File: src/sv/purst_pkg.sv
// ----------------------------------------------------------------------------
// purst_pkg
// Shared types and constants for the point-update range-sum tree.
// ----------------------------------------------------------------------------
package purst_pkg;

    localparam int LEAVES = 64;                   // leaf count, power of two
    localparam int DEPTH  = 2 * LEAVES;           // node store entries, entry 0 unused
    localparam int ADDR_W = $clog2(DEPTH);        // node index width
    localparam int WIN_W  = ADDR_W + 1;           // query window bound, reaches DEPTH
    localparam int POS_W  = 7;
    localparam int AMT_W  = 16;
    localparam int SUM_W  = 32;
    localparam int ACT_W  = 2;
    localparam int S_DATA_W = 40;                 // 37 field bits padded to bytes

    typedef enum logic [ACT_W-1:0] {
        ACT_ADD   = 2'd0,
        ACT_SUB   = 2'd1,
        ACT_QUERY = 2'd2
    } action_t;

    typedef enum logic [2:0] {
        ST_IDLE,
        ST_UPD_RD,
        ST_UPD_WR,
        ST_QRY_LEFT,
        ST_QRY_RIGHT,
        ST_QRY_DONE
    } state_t;

    // controller -> datapath
    typedef struct packed {
        logic load;       // capture the incoming item
        logic upd_rd;     // read the current node
        logic upd_wr;     // write the current node, read its parent, climb
        logic q_left;     // left window step
        logic q_right;    // right window step, then both bounds go up a level
        logic out_load;   // move the sum into the output register
    } cmd_t;

    // datapath -> controller
    typedef struct packed {
        logic pos_ok;     // incoming position is inside 1..LEAVES
        logic at_root;    // current node is the root
        logic win_open;   // left bound below right bound
        logic out_free;   // output register can take a new sum
    } sts_t;

endpackage

File: src/sv/purst_ram.sv
// ----------------------------------------------------------------------------
// purst_ram
// Generic simple dual-port RAM, one write and one registered read per cycle.
// ----------------------------------------------------------------------------
module purst_ram #(
    parameter int WIDTH = 32,
    parameter int DEPTH = 128
) (
    input  logic                     aclk,
    input  logic                     we,
    input  logic [$clog2(DEPTH)-1:0] waddr,
    input  logic [WIDTH-1:0]         wdata,
    input  logic [$clog2(DEPTH)-1:0] raddr,
    output logic [WIDTH-1:0]         rdata
);

    logic [WIDTH-1:0] mem [DEPTH];
    logic [WIDTH-1:0] rdata_reg;

    always_ff @(posedge aclk) begin
        if (we) begin
            mem[waddr] <= wdata;
        end
        rdata_reg <= mem[raddr];
    end

    assign rdata = rdata_reg;

endmodule

File: src/sv/purst_ctrl.sv
// ----------------------------------------------------------------------------
// purst_ctrl
// Sequencer for tree updates and range queries.
// ----------------------------------------------------------------------------
module purst_ctrl (
    input  logic                             aclk,
    input  logic                             aresetn,
    input  logic                             s_tvalid,
    input  logic [purst_pkg::ACT_W-1:0]      action,
    input  purst_pkg::sts_t                  sts,
    output logic                             s_tready,
    output purst_pkg::cmd_t                  cmd
);

    purst_pkg::state_t state_reg, state_next;

    always_comb begin
        state_next = state_reg;
        unique case (state_reg)
            purst_pkg::ST_IDLE: begin
                if (s_tvalid) begin
                    case (purst_pkg::action_t'(action)) inside
                        purst_pkg::ACT_ADD, purst_pkg::ACT_SUB: begin
                            if (sts.pos_ok) state_next = purst_pkg::ST_UPD_RD;
                        end
                        purst_pkg::ACT_QUERY: state_next = purst_pkg::ST_QRY_LEFT;
                        default: state_next = purst_pkg::ST_IDLE;
                    endcase
                end
            end
            purst_pkg::ST_UPD_RD: state_next = purst_pkg::ST_UPD_WR;
            purst_pkg::ST_UPD_WR: begin
                if (sts.at_root) state_next = purst_pkg::ST_IDLE;
            end
            purst_pkg::ST_QRY_LEFT: begin
                state_next = sts.win_open ? purst_pkg::ST_QRY_RIGHT : purst_pkg::ST_QRY_DONE;
            end
            purst_pkg::ST_QRY_RIGHT: state_next = purst_pkg::ST_QRY_LEFT;
            purst_pkg::ST_QRY_DONE: begin
                if (sts.out_free) state_next = purst_pkg::ST_IDLE;
            end
            default: state_next = purst_pkg::ST_IDLE;
        endcase
    end

    always_comb begin
        s_tready     = (state_reg == purst_pkg::ST_IDLE);
        cmd          = '0;
        cmd.load     = (state_reg == purst_pkg::ST_IDLE) && s_tvalid;
        cmd.upd_rd   = (state_reg == purst_pkg::ST_UPD_RD);
        cmd.upd_wr   = (state_reg == purst_pkg::ST_UPD_WR);
        cmd.q_left   = (state_reg == purst_pkg::ST_QRY_LEFT) && sts.win_open;
        cmd.q_right  = (state_reg == purst_pkg::ST_QRY_RIGHT);
        cmd.out_load = (state_reg == purst_pkg::ST_QRY_DONE) && sts.out_free;
    end

    always_ff @(posedge aclk) begin
        if (!aresetn) begin
            state_reg <= purst_pkg::ST_IDLE;
        end else begin
            state_reg <= state_next;
        end
    end

endmodule

File: src/sv/purst_dp.sv
// ----------------------------------------------------------------------------
// purst_dp
// Node store, update path, query window and sum accumulator.
// ----------------------------------------------------------------------------
module purst_dp (
    input  logic                                aclk,
    input  logic                                aresetn,
    input  logic [purst_pkg::S_DATA_W-1:0]      s_tdata,
    input  logic [purst_pkg::ACT_W-1:0]         s_tuser,
    input  purst_pkg::cmd_t                     cmd,
    output purst_pkg::sts_t                     sts,
    output logic                                m_tvalid,
    input  logic                                m_tready,
    output logic [purst_pkg::SUM_W-1:0]         m_tdata
);

    localparam int ADDR_W = purst_pkg::ADDR_W;
    localparam int WIN_W  = purst_pkg::WIN_W;
    localparam int SUM_W  = purst_pkg::SUM_W;
    localparam int POS_W  = purst_pkg::POS_W;

    // item fields
    logic [POS_W-1:0]           in_pos, in_lo, in_hi;
    logic [purst_pkg::AMT_W-1:0] in_amt;
    int                         lo_c, hi_c;

    logic [ADDR_W-1:0] node_reg, node_next;
    logic [WIN_W-1:0]  left_reg, left_next;
    logic [WIN_W-1:0]  right_reg, right_next;
    logic [SUM_W-1:0]  amt_reg, amt_next;
    logic              sub_reg, sub_next;
    logic [SUM_W-1:0]  acc_reg, acc_next;
    logic              pend_reg, pend_next;
    logic [purst_pkg::DEPTH-1:0] vld_reg;
    logic              vldq_reg;
    logic              m_tvalid_reg, m_tvalid_next;
    logic [SUM_W-1:0]  m_tdata_reg, m_tdata_next;

    logic [ADDR_W-1:0] rd_addr;
    logic [SUM_W-1:0]  rd_data, rd_val, wr_data;
    logic              left_odd, right_odd;

    assign in_pos = s_tdata[6:0];
    assign in_amt = s_tdata[22:7];
    assign in_lo  = s_tdata[29:23];
    assign in_hi  = s_tdata[36:30];

    assign lo_c = (in_lo == '0) ? 1 : int'(in_lo);
    assign hi_c = (int'(in_hi) > purst_pkg::LEAVES) ? purst_pkg::LEAVES : int'(in_hi);

    assign left_odd  = left_reg[0];
    assign right_odd = right_reg[0];

    // never-written nodes read as zero
    assign rd_val  = vldq_reg ? rd_data : '0;
    assign wr_data = sub_reg ? (rd_val - amt_reg) : (rd_val + amt_reg);

    always_comb begin
        rd_addr = node_reg;
        if (cmd.upd_wr) begin
            rd_addr = node_reg >> 1;
        end else if (cmd.q_left) begin
            rd_addr = left_reg[ADDR_W-1:0];
        end else if (cmd.q_right) begin
            rd_addr = ADDR_W'(right_reg - WIN_W'(1));
        end
    end

    purst_ram #(
        .WIDTH (SUM_W),
        .DEPTH (purst_pkg::DEPTH)
    ) u_ram (
        .aclk  (aclk),
        .we    (cmd.upd_wr),
        .waddr (node_reg),
        .wdata (wr_data),
        .raddr (rd_addr),
        .rdata (rd_data)
    );

    always_comb begin
        node_next     = node_reg;
        left_next     = left_reg;
        right_next    = right_reg;
        amt_next      = amt_reg;
        sub_next      = sub_reg;
        acc_next      = acc_reg;
        m_tvalid_next = m_tvalid_reg;
        m_tdata_next  = m_tdata_reg;

        pend_next = (cmd.q_left && left_odd) || (cmd.q_right && right_odd);
        if (pend_reg) acc_next = acc_reg + rd_val;

        if (cmd.load) begin
            node_next  = ADDR_W'(purst_pkg::LEAVES - 1 + int'(in_pos));
            left_next  = WIN_W'(purst_pkg::LEAVES - 1 + lo_c);
            right_next = WIN_W'(purst_pkg::LEAVES + hi_c);
            amt_next   = SUM_W'(in_amt);
            sub_next   = (s_tuser == purst_pkg::ACT_SUB);
            acc_next   = '0;
        end
        if (cmd.upd_wr) node_next = node_reg >> 1;
        if (cmd.q_left && left_odd) left_next = left_reg + WIN_W'(1);
        if (cmd.q_right) begin
            left_next  = left_reg >> 1;
            right_next = right_odd ? ((right_reg - WIN_W'(1)) >> 1) : (right_reg >> 1);
        end

        if (m_tvalid_reg && m_tready) m_tvalid_next = 1'b0;
        if (cmd.out_load) begin
            m_tvalid_next = 1'b1;
            m_tdata_next  = acc_reg;
        end
    end

    always_ff @(posedge aclk) begin
        if (!aresetn) begin
            pend_reg     <= 1'b0;
            vld_reg      <= '0;
            vldq_reg     <= 1'b0;
            m_tvalid_reg <= 1'b0;
        end else begin
            pend_reg     <= pend_next;
            vldq_reg     <= vld_reg[rd_addr];
            if (cmd.upd_wr) vld_reg[node_reg] <= 1'b1;
            m_tvalid_reg <= m_tvalid_next;
        end
    end

    always_ff @(posedge aclk) begin
        node_reg    <= node_next;
        left_reg    <= left_next;
        right_reg   <= right_next;
        amt_reg     <= amt_next;
        sub_reg     <= sub_next;
        acc_reg     <= acc_next;
        m_tdata_reg <= m_tdata_next;
    end

    always_comb begin
        sts          = '0;
        sts.pos_ok   = (in_pos != '0) && (int'(in_pos) <= purst_pkg::LEAVES);
        sts.at_root  = (node_reg == ADDR_W'(1));
        sts.win_open = (left_reg < right_reg);
        sts.out_free = !m_tvalid_reg || m_tready;
    end

    assign m_tvalid = m_tvalid_reg;
    assign m_tdata  = m_tdata_reg;

endmodule

File: src/sv/point_update_range_sum_tree.sv
// ----------------------------------------------------------------------------
// point_update_range_sum_tree
// Segment tree over 64 leaves: point add/subtract, inclusive range-sum query.
// ----------------------------------------------------------------------------
// Add/subtract: one read, then one read-modify-write per node from leaf to root
//   (single-port-read node RAM).
// Query: a left step and a right step per tree level walked (one RAM read each
//   side); the sum shows on m_tvalid the cycle after the finish step loads it.
// Throughput: one item at a time; a query whose sum finds the output register
//   still full waits in its finish step, and the input stalls until it drains.
// Reset: per-node valid bits clear at once, so the tree reads all zero; no sweep.
// ----------------------------------------------------------------------------
module point_update_range_sum_tree (
    input  logic                             aclk,
    input  logic                             aresetn,
    // input items
    input  logic                             s_tvalid,
    output logic                             s_tready,
    // [6:0] position, [22:7] amount, [29:23] range_low, [36:30] range_high,
    // [39:37] zero
    input  logic [purst_pkg::S_DATA_W-1:0]   s_tdata,
    // [1:0] action
    input  logic [purst_pkg::ACT_W-1:0]      s_tuser,
    // result items
    output logic                             m_tvalid,
    input  logic                             m_tready,
    // [31:0] range_sum
    output logic [purst_pkg::SUM_W-1:0]      m_tdata
);

    purst_pkg::cmd_t cmd;
    purst_pkg::sts_t sts;

    // sequencer: decides the walk, one memory step per state
    purst_ctrl u_ctrl (
        .aclk     (aclk),
        .aresetn  (aresetn),
        .s_tvalid (s_tvalid),
        .action   (s_tuser),
        .sts      (sts),
        .s_tready (s_tready),
        .cmd      (cmd)
    );

    // node RAM, window bounds, accumulator and output register
    purst_dp u_dp (
        .aclk     (aclk),
        .aresetn  (aresetn),
        .s_tdata  (s_tdata),
        .s_tuser  (s_tuser),
        .cmd      (cmd),
        .sts      (sts),
        .m_tvalid (m_tvalid),
        .m_tready (m_tready),
        .m_tdata  (m_tdata)
    );

    // an accepted query keeps the input side busy next cycle
    a_query_busy: assert property (@(posedge aclk) disable iff (!aresetn)
        (s_tvalid && s_tready && s_tuser == purst_pkg::ACT_QUERY) |=> !s_tready)
        else $error("input ready right after a query was accepted");

    // a new sum only lands when the output register is free
    a_out_slot: assert property (@(posedge aclk) disable iff (!aresetn)
        cmd.out_load |-> (!m_tvalid || m_tready))
        else $error("sum loaded over an untaken result");

    // every result comes from the query finish step
    a_out_src: assert property (@(posedge aclk) disable iff (!aresetn)
        $rose(m_tvalid) |-> $past(cmd.out_load))
        else $error("result raised without a finished query");

endmodule
File: config.mk
export PLATFORM = sky130hd
export DESIGN_NAME = point_update_range_sum_tree
export DESIGN_NICKNAME = d
export VERILOG_FILES = /design/src/sv/purst_pkg.sv /design/src/sv/purst_ram.sv /design/src/sv/purst_ctrl.sv /design/src/sv/purst_dp.sv /design/src/sv/point_update_range_sum_tree.sv
export SDC_FILE = /design/constraint.sdc
export NUM_CORES = 2
export LEC_CHECK = 0
export BUFFER_PORTS_ARGS = -buffer_cell sky130_fd_sc_hd__buf_2
export CORE_MARGIN = 2
export CORE_UTILIZATION = 46
export CTS_CLUSTER_SIZE = 25
export DETAILED_ROUTE_END_ITERATION = 12
export SLEW_MARGIN = 20
export SYNTH_ARGS = -nofsm -noshare
export SYNTH_HDL_FRONTEND = slang
export SYNTH_SLANG_ARGS = --single-unit
File: constraint.sdc
create_clock -name aclk -period 10.9 [get_ports aclk]
set_clock_uncertainty 0.05 [all_clocks]
set_input_delay 1.09 -clock aclk [delete_from_list [all_inputs] [get_ports aclk]]
set_output_delay 1.09 -clock aclk [all_outputs]
set_load 0.03 [all_outputs]
==> qor.yml <==
outcome:
  outcome: "completed"
flow_run:
  cap_violations: 0
sta:
  timing.final.setup_violations: 0
  slew_violations: 0
  worst_slew_pin_slew_ps: 1414
  fin_setup_tns_ps: 0
  hold_viol_final: 0
  max_freq_ghz: 0.1341
  finalCritPeriodShare_pct: 68.40
  max_slew_margin_pct: 5.753
  grt_setup_unrepaired: "false"
  period_minus_slack_ps: 7456
worst_setup_path:
  reg2regPathDepth: 19
  timing.critical_path.required_ps: 11480
  cp_cell_sequence: "nor2_1 -> nor4b_1 -> nand3b_1 -> or4_1 -> nor3_1 -> ha_1 -> mux2i_1 -> ha_1 -> a21o_1 -> a21oi_1 -> o211ai_1 -> a31oi_1 -> o31ai_1 -> o41ai_1 -> o211ai_1 -> a21oi_1 -> xnor2_2 -> buf_4 -> buf_4"
  crit_arrival_ps: 8030
  crit-reg2reg-launch: "u_dp.amt_reg[2]$_DFFE_PP_"
  path_max_fanout: 96
  largest_stage_delay_on_the_critical_path_ps: 790
  cp-end-kind: "flop"
  criticalPathCategory: "flop to flop"
  crit_slowest_cell: "buf_4"
  reg2reg_to: "u_dp.u_ram.mem[87][27]$_DFFE_PP_"
  reg2reg_slack_ps: 3440
  setup.worst_path.start_class: "flop"
power:
  total_power_mw: 53.02
  power_density_mw_per_mm2: 269.1
  peakVddDrop_v: 0.0002447
  power.static_leakage_nw: 67.25
clock_network:
  cts_buffer_depth: 4
  cts_hold_repair.buffers: 0
  clock_latency_at_the_later_pin_of_the_worst_skew_pair_ps: 1010
  clock_tree.htree_level_count: 5
  post-cts-setup-buffer-count: 0
  cts_buffers: 441
  path_clk_slew_ps: 70
  ctsResizeCount: 0
  clock-root-buffer: "clkbuf_16"
  cts_tree: "yes"
  cts.sinks: 4366
floorplanning:
  floorplan.rows: 227
  initial_utilization_pct: 46.12
  die_width_um: 622.6
  core_area_mm2: 0.3817
  design.die.area_mm2: 0.3876
  io-pin-count: 80
  die_y_um: 622.6
route:
  route.detailed.vias_per_inst: 6.211
  route.antenna.remaining_nets: 0
  drt_pass1_iterations: 6
  initialDrtViolationCount: 16020
  route.vias.total: 114900
  postRouteWirelength_um: 570100
  post-route-drc-count: 0
  wl_per_cell_um: 30.83
finish:
  area_delta_synth_final_pct: 11.93
  non_filler_cells_final: 18490
  post_route_cells_drive_above_1_share_pct: 10.23
  nNetsFinal: 13190
  largest_register_ffs: 4096
global_route:
  grt_pass1_vias: 108000
  globalRouteTotalUtil_pct: 28.57
  grt_pass1_wl_um: 793400
  grt_remaining_overflow: 0
  grt_max_degree: 156
  antenna_found_initial: 39
logic_synthesis:
  flip_flop_and_latch_count_after_synthesis: 4366
  syn_inst_count: 12970
  async_reset_ff_share_pct: 0
  synth.avg_cell_area_um2: 13.57
  synth.lib_cells_used.distinct: 95
  post_synthesis_net_count: 13100
  yosysWarnings: 0
  synth-edff-count: 4166
  post_synth_instance_area_mm2: 0.1760
  synthFlopType: "edfxtp_1"
  sequential_fraction_of_the_synthesis_area_pct: 73.34
place:
  hpwl_um: 321900
  gpl.final_weighted_congestion: 0.9161
  placedCellCount: 17660
  port_buffers: 76
min_path:
  hp-start: "s_tdata[17]"
  hold_crit_path_type: "input pin to flop"
  hold_depth: 1
  holdPathEnd: "u_dp.amt_reg[10]$_DFFE_PP_"
[per-stage QoR]
step	setup slack, ps	instance area (µm²)	hold slack (ps)	utilization [%]
6_report	3444	197000	223.1	51.62
5_1_grt	3118	197000	201.3	51.61
4_1_cts	3637	197000	167.7	51.61
3_5_place_dp	3753	183200	404.8	48.00
3_3_place_gp	3203	183200	394.3	47.98
2_1_floorplan	2483	176000	379.0	-
[worst max path at each step]
stage | from | to | slack, ps | cells past startpoint
6_report | u_dp.amt_reg[2]$_DFFE_PP_ | u_dp.u_ram.mem[87][27]$_DFFE_PP_ | 3440 | 19
5_1_grt | u_dp.amt_reg[2]$_DFFE_PP_ | u_dp.u_ram.mem[108][29]$_DFFE_PP_ | 3120 | 17
4_1_cts | u_dp.amt_reg[2]$_DFFE_PP_ | u_dp.u_ram.mem[115][27]$_DFFE_PP_ | 3640 | 19
3_5_place_dp | u_dp.amt_reg[2]$_DFFE_PP_ | u_dp.u_ram.mem[9][27]$_DFFE_PP_ | 3750 | 19
3_3_place_gp | u_dp.amt_reg[2]$_DFFE_PP_ | u_dp.u_ram.mem[10][29]$_DFFE_PP_ | 3200 | 17
2_1_floorplan | u_dp.amt_reg[2]$_DFFE_PP_ | u_dp.u_ram.mem[0][27]$_DFFE_PP_ | 2480 | 19
[layout by cell type, fill, tap and decap left out, types with 76 or more instances in the layout]
cell       netlist  routed
nor2_4           2     139
buf_2          422      76
nand2_1       3238    3233
buf_4          143     358
dfxtp_1        200     200
mux2i_1        569     569
a31oi_1        153     153
nor2_1         567     425
clkinv_1         1     101
clkbuf_16        0     451
edfxtp_1      4166    4166
ha_1            78      78
nand3_1       1360    1358
clkbuf_1       178     125
o21ai_0         99      96
a21oi_1        239     238
a211oi_1        92      92
and3_1          93      93
nand4_1        152     152
a311oi_1       162     160
a32oi_1        132     132
[final cells by class]
type,instances,area (µm²)
well taps,5038,6304
flip-flops and latches,4366,129100
fillers,31540,184700
clock buffers,597,12040
multi-input cells,7754,44020
diodes,14,35.03
clock inverters,221,1720
repair buffers,463,3664
inverters,39,151.4
[worst max-delay path: cells and delay by family, from the launching register on]
kind,cells,cell delay (ps)
and+or+nand+nor,5,1970
DFF,1,430
xor gates and xnor gates,1,180
buffers and inverters,2,1140
AOI/OAI and AO/OA,8,2330
muxes,1,140
adders and majority gates,2,610
[synthesized netlist by cell type, drive strengths merged, types with 58 or more instances]
| master | n | share of area (%) |
|---|---|---|
| mux2i | 569 | 3.2 |
| nand4 | 152 | 0.54 |
| o21ai | 117 | 0.34 |
| a211oi | 95 | 0.42 |
| nor2 | 572 | 1.2 |
| o211ai | 58 | 0.26 |
| a311oi | 163 | 0.82 |
| and3 | 93 | 0.33 |
| clkbuf | 178 | 0.38 |
| ha | 78 | 0.55 |
| a32oi | 132 | 0.66 |
| a31oi | 153 | 0.54 |
| a21oi | 239 | 0.68 |
| dfxtp | 200 | 2.3 |
| o211a | 66 | 0.38 |
| nand2 | 3239 | 6.9 |
| buf | 632 | 2.1 |
| nand3 | 1361 | 3.9 |
| edfxtp | 4166 | 71 |
[power breakdown]
part | internal [mW] | switching [mW] | leakage (nW)
clock | 8.19 | 6.37 | 6.74
sequential | 21.9 | 0.200 | 39.1
combinational | 3.56 | 12.8 | 21.4
[routing by layer]
metal	track usage, %	wire (µm)
met5	0	172
met2	44.01	257100
met3	5.848	63430
met4	14.54	31740
met1	38.61	217700
[cells by family (layout without fill, tap and decap cells)]
logic type	after synthesis	count (layout)	synth area share (%)
AND/OR/NAND/NOR	5644	5644	13.72
flip-flops	4366	4366	73.34
AO/OA/AOI/OAI	1316	1316	5.451
buffers and inverters	849	1320	2.577
multiplexers	634	634	3.939
adder cells (fa/ha/maj)	80	80	0.5771
XOR/XNOR	80	80	0.3980
other	0	14	0
(Power assumes the default switching activity.)
